## src/rtl/sct_pkg.sv

```systemverilog
// Shared types, codes and constants of the sleep cycle table.
`timescale 1ns / 1ps

package sct_pkg;

  localparam int MAX_TREES_DEF = 256;
  localparam int ENTRY_W       = 9;
  localparam int TREE_W        = 8;
  localparam int TC_W          = 9;
  localparam int MAS_W         = 8;
  localparam int CFG_IDX_W     = 4;
  localparam int IN_TDATA_W    = 32;
  localparam int OUT_TDATA_W   = 32;

  typedef logic signed [ENTRY_W-1:0] entry_t;
  typedef logic [2:0]                action_t;
  typedef logic [2:0]                status_t;
  typedef logic [CFG_IDX_W-1:0]      cfg_idx_t;

  localparam action_t ACT_READ     = 3'd0;
  localparam action_t ACT_WRITE    = 3'd1;
  localparam action_t ACT_TICK     = 3'd2;
  localparam action_t ACT_WAKE     = 3'd3;
  localparam action_t ACT_CMIN     = 3'd4;
  localparam action_t ACT_MEMBER   = 3'd5;
  localparam action_t ACT_WAKE_ALL = 3'd6;

  localparam status_t STS_OK        = 3'd0;
  localparam status_t STS_RANGE     = 3'd1;
  localparam status_t STS_BAD_LINK  = 3'd2;
  localparam status_t STS_NOT_CYCLE = 3'd3;
  localparam status_t STS_ASLEEP    = 3'd4;
  localparam status_t STS_NOT_READY = 3'd5;

  localparam cfg_idx_t CFG_TREE_COUNT = 4'd0;
  localparam cfg_idx_t CFG_MIN_AWAKE  = 4'd1;

  localparam logic [TC_W-1:0]  TREE_COUNT_RESET = 9'd256;
  localparam logic [MAS_W-1:0] MIN_AWAKE_RESET  = 8'd10;
  localparam entry_t           RESET_AWAKE      = entry_t'(~{1'b0, MIN_AWAKE_RESET});
  localparam entry_t           MINUS_ONE        = entry_t'(-1);

  typedef struct packed {
    logic clear;
    logic load;
    logic exec;
    logic walk;
    logic wpass;
    logic sweep;
    logic memb2;
    logic out_load;
  } cmd_t;

  typedef struct packed {
    logic clear_done;
    logic go_walk;
    logic go_sweep;
    logic go_memb2;
    logic walk_end;
    logic walk_to_wpass;
    logic wpass_done;
    logic sweep_done;
  } sts_t;

endpackage

```

## src/rtl/sleep_cycle_table.sv

```systemverilog
// Top level of the sleep cycle table: configuration, controller and datapath.
//
//   channel  direction  ports                                    width of data
//   in       slave      in_tvalid in_tready in_tdata in_tuser    32 + 3 + tlast
//   out      master     out_tvalid out_tready out_tdata          32
//   cfg      slave      cfg_valid cfg_ready cfg_index cfg_data   4 + 9
//
// For read, write, tick and a wake of an awake entry, the accept cycle issues the
// table read and the execute state does the modify-write. A sleep member that needs
// two link writes does the second one in the MEMB2 state. Cycle min and a wake of a
// sleeping cycle walk the cycle through the single memory read port (one link a
// cycle), and the wake then makes a second pass that writes each member. Wake all
// sweeps the effective tree count, one entry a cycle. After reset a clearing pass
// fills the table while in_tready stays low; configuration beats are taken throughout.
// A result waiting in the output register does not hold off the next input beat.
`timescale 1ns / 1ps

module sleep_cycle_table #(
  parameter int MAX_TREES = sct_pkg::MAX_TREES_DEF
) (
  input  logic                             clk,
  input  logic                             rst_n,
  // in_tdata: tree[7:0], may_rest[8], wake_value[17:9], write_value[26:18], zeros
  input  logic [sct_pkg::IN_TDATA_W-1:0]   in_tdata,
  // in_tuser: action[2:0]
  input  sct_pkg::action_t                 in_tuser,
  input  logic                             in_tlast,
  input  logic                             in_tvalid,
  output logic                             in_tready,
  // out_tdata: entry_value[8:0], woke_count[17:9], cycle_first[25:18],
  // ready_to_sleep[26], status[29:27], zeros
  output logic [sct_pkg::OUT_TDATA_W-1:0]  out_tdata,
  output logic                             out_tvalid,
  input  logic                             out_tready,
  input  logic                             cfg_valid,
  output logic                             cfg_ready,
  input  sct_pkg::cfg_idx_t                cfg_index,
  input  logic [sct_pkg::TC_W-1:0]         cfg_data
);

  localparam int CNT_W = $clog2(MAX_TREES + 1);

  logic [CNT_W-1:0] cnt;
  sct_pkg::entry_t  awake;
  sct_pkg::cmd_t    cmd;
  sct_pkg::sts_t    sts;

  assign cfg_ready = 1'b1;

  sct_cfg #(.MAX_TREES(MAX_TREES)) u_cfg (
    .clk       (clk),
    .rst_n     (rst_n),
    .cfg_valid (cfg_valid),
    .cfg_ready (cfg_ready),
    .cfg_index (cfg_index),
    .cfg_data  (cfg_data),
    .cnt       (cnt),
    .awake     (awake)
  );

  sct_ctrl u_ctrl (
    .clk        (clk),
    .rst_n      (rst_n),
    .in_tvalid  (in_tvalid),
    .in_tready  (in_tready),
    .out_tvalid (out_tvalid),
    .out_tready (out_tready),
    .sts        (sts),
    .cmd        (cmd)
  );

  sct_dp #(.MAX_TREES(MAX_TREES)) u_dp (
    .clk       (clk),
    .rst_n     (rst_n),
    .in_tdata  (in_tdata),
    .in_tuser  (in_tuser),
    .in_tlast  (in_tlast),
    .cnt       (cnt),
    .awake     (awake),
    .cmd       (cmd),
    .sts       (sts),
    .out_tdata (out_tdata)
  );

  a_one_beat_per_exec: assert property (@(posedge clk) disable iff (!rst_n)
    in_tvalid && in_tready |=> !in_tready)
    else $error("input beat accepted in the cycle after an accept");

  a_error_clears_fields: assert property (@(posedge clk) disable iff (!rst_n)
    out_tvalid && (out_tdata[29:27] != sct_pkg::STS_OK) |->
      (out_tdata[17:9] == '0) && (out_tdata[25:18] == '0))
    else $error("woke_count or cycle_first set on an error result");

  a_ready_matches_entry: assert property (@(posedge clk) disable iff (!rst_n)
    out_tvalid |-> out_tdata[26] == (out_tdata[8:0] == 9'h1FF))
    else $error("ready_to_sleep disagrees with entry_value");

endmodule

```

## src/rtl/sct_cfg.sv

```systemverilog
// Configuration registers: tree count with its clamped effective count and awake value.
`timescale 1ns / 1ps

module sct_cfg #(
  parameter int MAX_TREES = sct_pkg::MAX_TREES_DEF,
  localparam int CNT_W = $clog2(MAX_TREES + 1)
) (
  input  logic                           clk,
  input  logic                           rst_n,
  input  logic                           cfg_valid,
  input  logic                           cfg_ready,
  input  sct_pkg::cfg_idx_t              cfg_index,
  input  logic [sct_pkg::TC_W-1:0]       cfg_data,
  output logic [CNT_W-1:0]               cnt,
  output sct_pkg::entry_t                awake
);

  localparam int CW = (CNT_W > sct_pkg::TC_W) ? CNT_W : sct_pkg::TC_W;

  logic [sct_pkg::TC_W-1:0]  tc_r,  tc_nxt;
  logic [sct_pkg::MAS_W-1:0] mas_r, mas_nxt;
  logic [CW-1:0]             tc_w;

  always_comb begin
    tc_nxt  = tc_r;
    mas_nxt = mas_r;
    if (cfg_valid && cfg_ready) begin
      unique case (cfg_index)
        sct_pkg::CFG_TREE_COUNT: tc_nxt  = cfg_data;
        sct_pkg::CFG_MIN_AWAKE:  mas_nxt = cfg_data[sct_pkg::MAS_W-1:0];
        default: ;
      endcase
    end
  end

  always_ff @(posedge clk) begin
    if (!rst_n) begin
      tc_r  <= sct_pkg::TREE_COUNT_RESET;
      mas_r <= sct_pkg::MIN_AWAKE_RESET;
    end else begin
      tc_r  <= tc_nxt;
      mas_r <= mas_nxt;
    end
  end

  assign tc_w = CW'(tc_r);

  always_comb begin
    if (tc_w == '0) begin
      cnt = CNT_W'(1);
    end else if (tc_w > CW'(MAX_TREES)) begin
      cnt = CNT_W'(MAX_TREES);
    end else begin
      cnt = CNT_W'(tc_w);
    end
  end

  assign awake = sct_pkg::entry_t'(~{1'b0, mas_r});

endmodule

```

## src/rtl/sct_dp.sv

```systemverilog
// Datapath: entry memory, item and result registers, cycle walk and sweep logic.
`timescale 1ns / 1ps

module sct_dp #(
  parameter int MAX_TREES = sct_pkg::MAX_TREES_DEF,
  localparam int IDX_W = $clog2(MAX_TREES),
  localparam int CNT_W = $clog2(MAX_TREES + 1)
) (
  input  logic                              clk,
  input  logic                              rst_n,
  input  logic [sct_pkg::IN_TDATA_W-1:0]    in_tdata,
  input  sct_pkg::action_t                  in_tuser,
  input  logic                              in_tlast,
  input  logic [CNT_W-1:0]                  cnt,
  input  sct_pkg::entry_t                   awake,
  input  sct_pkg::cmd_t                     cmd,
  output sct_pkg::sts_t                     sts,
  output logic [sct_pkg::OUT_TDATA_W-1:0]   out_tdata
);

  localparam int CW = (CNT_W > sct_pkg::ENTRY_W) ? CNT_W : sct_pkg::ENTRY_W;
  localparam int TW = sct_pkg::TREE_W;

  sct_pkg::entry_t mem [MAX_TREES];
  sct_pkg::entry_t rdata_r;
  logic            rd_en, we;
  logic [IDX_W-1:0] raddr, waddr;
  sct_pkg::entry_t wdata;

  sct_pkg::action_t act_r;
  logic [TW-1:0]    tree_r;
  logic             can_r, last_r;
  sct_pkg::entry_t  wv_r, wrv_r;

  sct_pkg::entry_t  ev_r, ev_nxt;
  logic [8:0]       woke_r, woke_nxt;
  logic [TW-1:0]    first_r, first_nxt;
  sct_pkg::status_t status_r, status_nxt;

  logic [TW-1:0]    cur_r, cur_nxt, small_r, small_nxt;
  logic [CNT_W-1:0] steps_r, steps_nxt, ptr_r, ptr_nxt, steps_inc;
  logic             pend_r, pend_nxt;
  logic             gopen_r, gopen_nxt;
  logic [TW-1:0]    gfirst_r, gfirst_nxt, gprev_r, gprev_nxt;

  logic [sct_pkg::OUT_TDATA_W-1:0] out_tdata_r;

  logic [TW-1:0]    tree_in, nx8, small_new;
  logic             inr, link_bad, link_home, walk_full, issuing, e_ok;
  sct_pkg::entry_t  wvs;

  assign tree_in   = in_tdata[7:0];
  assign inr       = CW'(tree_r) < CW'(cnt);
  assign wvs       = wv_r[sct_pkg::ENTRY_W-1] ? wv_r : sct_pkg::MINUS_ONE;
  assign nx8       = rdata_r[TW-1:0];
  assign link_bad  = rdata_r[sct_pkg::ENTRY_W-1] || (CW'(nx8) >= CW'(cnt));
  assign link_home = nx8 == tree_r;
  assign steps_inc = CNT_W'(steps_r + 1'b1);
  assign walk_full = steps_inc == cnt;
  assign issuing   = ptr_r < cnt;
  assign e_ok      = rdata_r == sct_pkg::MINUS_ONE;
  assign small_new = (nx8 < small_r) ? nx8 : small_r;

  always_ff @(posedge clk) begin
    if (rd_en) begin
      rdata_r <= mem[raddr];
    end
    if (we) begin
      mem[waddr] <= wdata;
    end
  end

  always_comb begin
    sct_pkg::entry_t nv;
    sct_pkg::entry_t w1data;
    logic            w1, w2;
    logic [TW-1:0]   gf_new;
    nv         = rdata_r;
    w1data     = '0;
    w1         = 1'b0;
    w2         = 1'b0;
    gf_new     = gfirst_r;
    rd_en      = 1'b0;
    raddr      = IDX_W'(tree_in);
    we         = 1'b0;
    waddr      = IDX_W'(tree_r);
    wdata      = awake;
    sts        = '0;
    ev_nxt     = ev_r;
    woke_nxt   = woke_r;
    first_nxt  = first_r;
    status_nxt = status_r;
    cur_nxt    = cur_r;
    steps_nxt  = steps_r;
    small_nxt  = small_r;
    ptr_nxt    = ptr_r;
    pend_nxt   = pend_r;
    gopen_nxt  = gopen_r;
    gfirst_nxt = gfirst_r;
    gprev_nxt  = gprev_r;

    if (cmd.clear) begin
      we             = 1'b1;
      waddr          = ptr_r[IDX_W-1:0];
      wdata          = sct_pkg::RESET_AWAKE;
      ptr_nxt        = CNT_W'(ptr_r + 1'b1);
      sts.clear_done = ptr_r == CNT_W'(MAX_TREES - 1);
    end else if (cmd.load) begin
      rd_en      = 1'b1;
      raddr      = IDX_W'(tree_in);
      cur_nxt    = tree_in;
      small_nxt  = tree_in;
      steps_nxt  = '0;
      ptr_nxt    = '0;
      pend_nxt   = 1'b0;
      ev_nxt     = '0;
      woke_nxt   = '0;
      first_nxt  = '0;
      status_nxt = sct_pkg::STS_OK;
    end else if (cmd.exec) begin
      if (act_r == sct_pkg::ACT_WAKE_ALL) begin
        sts.go_sweep = 1'b1;
      end else if (!inr) begin
        status_nxt = sct_pkg::STS_RANGE;
      end else begin
        ev_nxt = rdata_r;
        unique case (act_r)
          sct_pkg::ACT_WRITE: begin
            we     = 1'b1;
            wdata  = wrv_r;
            ev_nxt = wrv_r;
          end
          sct_pkg::ACT_TICK: begin
            if (rdata_r[sct_pkg::ENTRY_W-1]) begin
              if (!can_r) begin
                nv = awake;
              end else if (rdata_r < sct_pkg::MINUS_ONE) begin
                nv = sct_pkg::entry_t'(rdata_r + 9'sd1);
              end else begin
                nv = rdata_r;
              end
              we     = 1'b1;
              wdata  = nv;
              ev_nxt = nv;
            end
          end
          sct_pkg::ACT_WAKE: begin
            if (rdata_r[sct_pkg::ENTRY_W-1]) begin
              nv     = (wvs < rdata_r) ? wvs : rdata_r;
              we     = 1'b1;
              wdata  = nv;
              ev_nxt = nv;
            end else begin
              sts.go_walk = 1'b1;
            end
          end
          sct_pkg::ACT_CMIN: begin
            sts.go_walk = 1'b1;
          end
          sct_pkg::ACT_MEMBER: begin
            if (e_ok) begin
              w1         = gopen_r;
              w1data     = sct_pkg::entry_t'({1'b0, tree_r});
              gf_new     = gopen_r ? gfirst_r : tree_r;
              gfirst_nxt = gf_new;
              gprev_nxt  = tree_r;
              w2         = last_r;
              gopen_nxt  = !last_r;
            end else begin
              status_nxt = rdata_r[sct_pkg::ENTRY_W-1] ? sct_pkg::STS_NOT_READY
                                                       : sct_pkg::STS_ASLEEP;
              w1         = last_r && gopen_r;
              w1data     = sct_pkg::entry_t'({1'b0, gfirst_r});
              if (w1) begin
                gopen_nxt = 1'b0;
              end
            end
            we           = w1 || w2;
            waddr        = w1 ? IDX_W'(gprev_r) : IDX_W'(tree_r);
            wdata        = w1 ? w1data : sct_pkg::entry_t'({1'b0, gf_new});
            sts.go_memb2 = w1 && w2;
            if (w2) begin
              ev_nxt = sct_pkg::entry_t'({1'b0, gf_new});
            end else if (w1 && (gprev_r == tree_r)) begin
              ev_nxt = w1data;
            end
          end
          default: ;
        endcase
      end
    end else if (cmd.walk) begin
      rd_en        = 1'b1;
      sts.walk_end = link_bad || link_home || walk_full;
      if (link_bad) begin
        status_nxt = sct_pkg::STS_BAD_LINK;
      end else if (link_home) begin
        if (act_r == sct_pkg::ACT_CMIN) begin
          first_nxt = small_new;
        end else begin
          woke_nxt          = 9'(steps_inc);
          ev_nxt            = wvs;
          sts.walk_to_wpass = 1'b1;
          raddr             = IDX_W'(tree_r);
          cur_nxt           = tree_r;
        end
      end else if (walk_full) begin
        status_nxt = sct_pkg::STS_NOT_CYCLE;
      end else begin
        raddr     = IDX_W'(nx8);
        cur_nxt   = nx8;
        steps_nxt = steps_inc;
        small_nxt = small_new;
      end
    end else if (cmd.wpass) begin
      we    = 1'b1;
      waddr = IDX_W'(cur_r);
      wdata = wvs;
      if (link_home) begin
        sts.wpass_done = 1'b1;
      end else begin
        rd_en   = 1'b1;
        raddr   = IDX_W'(nx8);
        cur_nxt = nx8;
      end
    end else if (cmd.sweep) begin
      if (issuing) begin
        rd_en   = 1'b1;
        raddr   = ptr_r[IDX_W-1:0];
        we      = 1'b1;
        waddr   = ptr_r[IDX_W-1:0];
        wdata   = awake;
        ptr_nxt = CNT_W'(ptr_r + 1'b1);
      end
      pend_nxt = issuing;
      if (pend_r && !rdata_r[sct_pkg::ENTRY_W-1]) begin
        woke_nxt = 9'(woke_r + 1'b1);
      end
      sts.sweep_done = !issuing && !pend_r;
      if (sts.sweep_done) begin
        ev_nxt = inr ? awake : '0;
      end
    end else if (cmd.memb2) begin
      we    = 1'b1;
      waddr = IDX_W'(tree_r);
      wdata = sct_pkg::entry_t'({1'b0, gfirst_r});
    end
  end

  always_ff @(posedge clk) begin
    if (cmd.load) begin
      act_r  <= in_tuser;
      tree_r <= tree_in;
      can_r  <= in_tdata[8];
      wv_r   <= sct_pkg::entry_t'(in_tdata[17:9]);
      wrv_r  <= sct_pkg::entry_t'(in_tdata[26:18]);
      last_r <= in_tlast;
    end
    ev_r     <= ev_nxt;
    woke_r   <= woke_nxt;
    first_r  <= first_nxt;
    status_r <= status_nxt;
    cur_r    <= cur_nxt;
    steps_r  <= steps_nxt;
    small_r  <= small_nxt;
    if (cmd.out_load) begin
      out_tdata_r <= {2'b00, status_nxt, ev_nxt == sct_pkg::MINUS_ONE, first_nxt,
                      woke_nxt, ev_nxt};
    end
  end

  always_ff @(posedge clk) begin
    if (!rst_n) begin
      ptr_r    <= '0;
      pend_r   <= 1'b0;
      gopen_r  <= 1'b0;
      gfirst_r <= '0;
      gprev_r  <= '0;
    end else begin
      ptr_r    <= ptr_nxt;
      pend_r   <= pend_nxt;
      gopen_r  <= gopen_nxt;
      gfirst_r <= gfirst_nxt;
      gprev_r  <= gprev_nxt;
    end
  end

  assign out_tdata = out_tdata_r;

endmodule

```

## src/rtl/sct_ctrl.sv

```systemverilog
// Controller state machine: sequences the datapath and owns both handshakes.
`timescale 1ns / 1ps

module sct_ctrl (
  input  logic          clk,
  input  logic          rst_n,
  input  logic          in_tvalid,
  output logic          in_tready,
  output logic          out_tvalid,
  input  logic          out_tready,
  input  sct_pkg::sts_t sts,
  output sct_pkg::cmd_t cmd
);

  typedef enum logic [7:0] {
    S_CLEAR  = 8'b0000_0001,
    S_IDLE   = 8'b0000_0010,
    S_EXEC   = 8'b0000_0100,
    S_WALK   = 8'b0000_1000,
    S_WPASS  = 8'b0001_0000,
    S_SWEEP  = 8'b0010_0000,
    S_MEMB2  = 8'b0100_0000,
    S_FINISH = 8'b1000_0000
  } state_t;

  state_t state_r, state_nxt;
  logic   out_tvalid_r, out_tvalid_nxt;
  logic   out_free;

  assign out_free = !out_tvalid_r || out_tready;

  always_comb begin
    state_nxt = state_r;
    cmd       = '0;
    unique case (state_r)
      S_CLEAR: begin
        cmd.clear = 1'b1;
        if (sts.clear_done) begin
          state_nxt = S_IDLE;
        end
      end
      S_IDLE: begin
        if (in_tvalid) begin
          cmd.load  = 1'b1;
          state_nxt = S_EXEC;
        end
      end
      S_EXEC: begin
        cmd.exec = 1'b1;
        if (sts.go_sweep) begin
          state_nxt = S_SWEEP;
        end else if (sts.go_walk) begin
          state_nxt = S_WALK;
        end else if (sts.go_memb2) begin
          state_nxt = S_MEMB2;
        end else if (out_free) begin
          cmd.out_load = 1'b1;
          state_nxt    = S_IDLE;
        end else begin
          state_nxt = S_FINISH;
        end
      end
      S_WALK: begin
        cmd.walk = 1'b1;
        if (sts.walk_end) begin
          state_nxt = sts.walk_to_wpass ? S_WPASS : S_FINISH;
        end
      end
      S_WPASS: begin
        cmd.wpass = 1'b1;
        if (sts.wpass_done) begin
          state_nxt = S_FINISH;
        end
      end
      S_SWEEP: begin
        cmd.sweep = 1'b1;
        if (sts.sweep_done) begin
          state_nxt = S_FINISH;
        end
      end
      S_MEMB2: begin
        cmd.memb2 = 1'b1;
        state_nxt = S_FINISH;
      end
      S_FINISH: begin
        if (out_free) begin
          cmd.out_load = 1'b1;
          state_nxt    = S_IDLE;
        end
      end
      default: state_nxt = S_CLEAR;
    endcase
  end

  always_comb begin
    if (cmd.out_load) begin
      out_tvalid_nxt = 1'b1;
    end else if (out_tready) begin
      out_tvalid_nxt = 1'b0;
    end else begin
      out_tvalid_nxt = out_tvalid_r;
    end
  end

  always_ff @(posedge clk) begin
    if (!rst_n) begin
      state_r      <= S_CLEAR;
      out_tvalid_r <= 1'b0;
    end else begin
      state_r      <= state_nxt;
      out_tvalid_r <= out_tvalid_nxt;
    end
  end

  assign in_tready  = state_r == S_IDLE;
  assign out_tvalid = out_tvalid_r;

endmodule
```

## config.mk

```make
export PLATFORM = sky130hd
export DESIGN_NAME = sleep_cycle_table
export DESIGN_NICKNAME = d
export VERILOG_FILES = /design/src/rtl/sct_pkg.sv /design/src/rtl/sleep_cycle_table.sv /design/src/rtl/sct_cfg.sv /design/src/rtl/sct_dp.sv /design/src/rtl/sct_ctrl.sv
export SDC_FILE = /design/constraint.sdc
export NUM_CORES = 2
export LEC_CHECK = 0
export ABC_AREA = 1
export ABC_CLOCK_PERIOD_IN_PS = 13900
export BUFFER_PORTS_ARGS = -buffer_cell sky130_fd_sc_hd__buf_2
export CAP_MARGIN = 0
export CORE_ASPECT_RATIO = 1.75
export CORE_MARGIN = 2
export CORE_UTILIZATION = 45
export CTS_CLUSTER_DIAMETER = 50
export DETAILED_ROUTE_END_ITERATION = 8
export PLACE_DENSITY = 0.66
export SYNTH_ARGS = -nofsm -noshare
export SYNTH_HDL_FRONTEND = slang
export SYNTH_SLANG_ARGS = --single-unit
```

## constraint.sdc

```tcl
create_clock -name clk -period 13.9 [get_ports clk]
set_input_delay 0 -clock clk [delete_from_list [all_inputs] [get_ports clk]]
set_output_delay 0 -clock clk [all_outputs]
set_load 0.03 [all_outputs]
```

==> impl_metrics.py <==
metrics = {
    "worst_setup_path": {
        "crit_required_ps": 14360,
        "end_kind": "flop",
        "crit_type": "flop to flop",
        "crit_arrival_ps": 8300,
        "critPathLaunchType": "flop",
        "path_max_fanout": 16,
    },
    "floorplanning": {
        "die_y_um": 663,
        "start_util_pct": 45.1,
        "pin_count": 89,
        "die_area_sq_mm": 0.253,
        "fp.coreArea_sq_mm": 0.248,
        "std_cell_rows": 242,
        "chipWidth_um": 381,
    },
    "sta": {
        "tns_ps": 0,
        "timing.slew.headroom_pct": 7.56,
        "worst_clock_skew_ps": 44.0,
        "hold_viol_final": 0,
        "fin_ws_ps": 6060,
        "rsz0062_at_grt": "no",
        "fmax_mhz": 128,
        "fin_crit_sh_pct": 56.4,
        "tightest_slew_ps": 1380,
        "setup_viol": 0,
        "drv_slew": 0,
        "period_needed_ps": 7840,
    },
    "flow_run": {
        "drv_cap": 0,
    },
    "clock_network": {
        "htree_levels": 4,
        "numCtsBuffers": 213,
        "cts_sinks": 2481,
        "cts.path.max_buffers": 4,
        "cts_setup_buffers": 0,
        "clkTransAtPathRegs_ps": 60,
        "cts_tree": "yes",
        "cts_root_buf": "clkbuf_16",
        "cts_resized": 0,
        "clock_latency_ps": 870,
    },
    "global_route": {
        "grt_pass1_wl_mm": 483,
        "grt_max_degree": 205,
        "grt_overflow_total": 0,
        "grt_antenna_before_repair": 6,
        "grt_usage_pct": 25.3,
        "grt_pass1_vias": 76200,
    },
    "drt": {
        "num_vias": 78600,
        "wirelength_mm": 329,
        "drt_pass1_iterations": 8,
        "detail-route-antenna-nets": 0,
        "drtIter0Drc": 7721,
        "avgViaCountPerCell": 5.69,
        "wire_per_inst_um": 23.8,
        "drc": 0,
    },
    "synth": {
        "yosysSeqAreaShare_pct": 65.9,
        "syn_area_sq_mm": 0.112,
        "avgSynthCellArea_sq_um": 10.6,
        "ys_warn_count": 0,
        "synthCells": 10500,
        "synthDistinctLibCells": 52,
        "synth-seq-cells": 2481,
    },
    "status": {
        "status": "completed",
    },
    "final_layout": {
        "multi_input_area_sq_mm": 0.0309,
        "finalNetCount": 10400,
        "seq_area_sq_mm": 0.0737,
        "fillCellCount": 21900,
        "final_cell_mix": "edfxtp_1 (2,399), nand3_1 (2,313), nand2_1 (2,082), inv_1 (1,109), nand3b_1 (644)",
        "syn2layout_area_growth_pct": 9.49,
        "final_common_cell": "edfxtp_1",
        "fin_util_pct": 49.4,
        "drive_gt1_share_pct": 5.57,
        "final_cell_area_sq_mm": 0.122,
    },
    "placement": {
        "placedInstanceArea_sq_mm": 0.115,
        "post-place-ws_ps": 6250,
        "dp_hpwl_mm": 197,
        "numPortBuffers": 80,
        "place.gp.congestion": 0.957,
    },
    "pwr": {
        "power_density_mw_per_mm2": 123,
        "p_leak_nw": 45.3,
        "peakVddDrop_mv": 0.106,
        "finalPower_mw": 15.1,
    },
    "worst_hold_path": {
        "hold_class": "input pin to flop",
    },
}
## final timing paths
path / from / to / slack [ps] / depth (start not counted)
worst max register to register: u_dp.rdata_r[2] / u_dp.mem[13][5] / 6060 / 20
worst min-delay path: cfg_data[1] / u_cfg.tc_r[1] / 70 / 4
worst min register to register: u_cfg.tc_r[6] / u_cfg.tc_r[6] / 480 / 2
worst max-delay path: u_dp.rdata_r[2] / u_dp.mem[13][5] / 6060 / 20
## sequential cells by signal, indices dropped and copies added, names as in the netlist, 9 cells and up
name            cells
u_dp.mem         2304
u_dp.woke_r         9
u_dp.wrv_r          9
u_dp.out_tdata     30
u_dp.wv_r           9
u_dp.ptr_r          9
u_dp.ev_r           9
u_dp.steps_r        9
u_dp.rdata_r        9
u_cfg.tc_r          9
## through the flow
stage	hold WS [ps]	std cells
after floorplan	98.9	10500
after global placement	181	13300
after detailed placement	178	13300
after CTS	0.373	13800
after global routing	53.1	13800
final	68.6	13800
## cell families after synthesis
group	count (synthesis)	share of synthesized area (%)
compound gates	579	3.16
fa+ha+maj	45	0.504
buf+inv	1845	6.69
xor+xnor	20	0.157
simple gates	5552	23.6
mux	1	0.00895
other cells	2	0.00672
flops	2481	65.9
## final cells by class
class	count	share of cell area [%]
Sequential cell	2481	60.2
Antenna cell	6	0.0123
Timing Repair Buffer	306	2.11
Inverter	1136	3.49
Clock inverter	130	1.04
Multi-Input combinational cell	6200	25.3
Clock buffer	252	4.53
Tap cell	3294	3.37
## timing repair
action	4_1_cts	5_1_grt
endpoints found under the hold margin	140	0
endpoints found under the setup margin	0	0
hold buffers	95	0
## worst max-delay path: stages (launching register included)
cell and delay (ps):
edfxtp_1 940, nand3_1 190, nor3_1 230, nand2_1 100, nor2_1 300, ha_1 570, clkinv_1 400, a21oi_1 230
inv_1 140, nor2_1 170, inv_1 140, nor2_1 130, inv_1 230, a21oi_1 210, nor2_1 80, a22oi_1 540
inv_1 220, nor2_1 460, nand3_2 780, buf_4 520, nor2_1 810
## report_power, final
group | internal (mW) | switching [mW] | total (mW)
Combinational | 0.250 | 0.746 | 0.995
Clock | 3.28 | 2.70 | 5.97
Sequential | 8.12 | 0.0132 | 8.14
Total | 11.6 | 3.46 | 15.1
## routing by layer
metal  global-route usage, %  vias to the layer above  routed length [um]
met5                       0                        -                   0
met4                    20.3                        0               29800
met3                    2.76                     1030               20100
met2                    44.7                     3575              167000
met1                    27.5                    37900              112000
li1                        -                    36100                   -
## synth_stat cells (all sizes together)
cell type / n / area (sq um)
a21oi: 126 / 642
inv: 1129 / 4240
ha: 45 / 563
a211oi: 7 / 52.6
xor2: 18 / 158
mux2i: 1 / 10.0
o31ai: 1 / 7.51
a21o: 1 / 7.51
a311oi: 4 / 35.0
xnor2: 2 / 17.5
o21bai: 1 / 7.51
and2: 1 / 6.26
clkbuf: 239 / 897
o211ai: 158 / 1190
a31oi: 6 / 37.5
o22a: 1 / 8.76
o32ai: 1 / 8.76
nand3: 2326 / 11600
dfxtp: 82 / 1640
nor3: 34 / 170
nand2: 2095 / 7890
and3: 2 / 12.5
a31o: 1 / 8.76
o21a: 1 / 7.51
o21ai: 217 / 1090
conb: 2 / 7.51
edfxtp: 2399 / 72000
a221oi: 5 / 43.8
nor2: 411 / 1560
clkinv: 7 / 26.3
a21boi: 2 / 15.0
o22ai: 10 / 62.6
nor4: 10 / 77.6
a22oi: 12 / 90.1
buf: 470 / 2320
nand3b: 644 / 4830
nand4: 28 / 175
or2: 1 / 6.26
o221ai: 18 / 158
o2111ai: 7 / 61.3
Note: power is estimated with default switching activity, not from simulation.
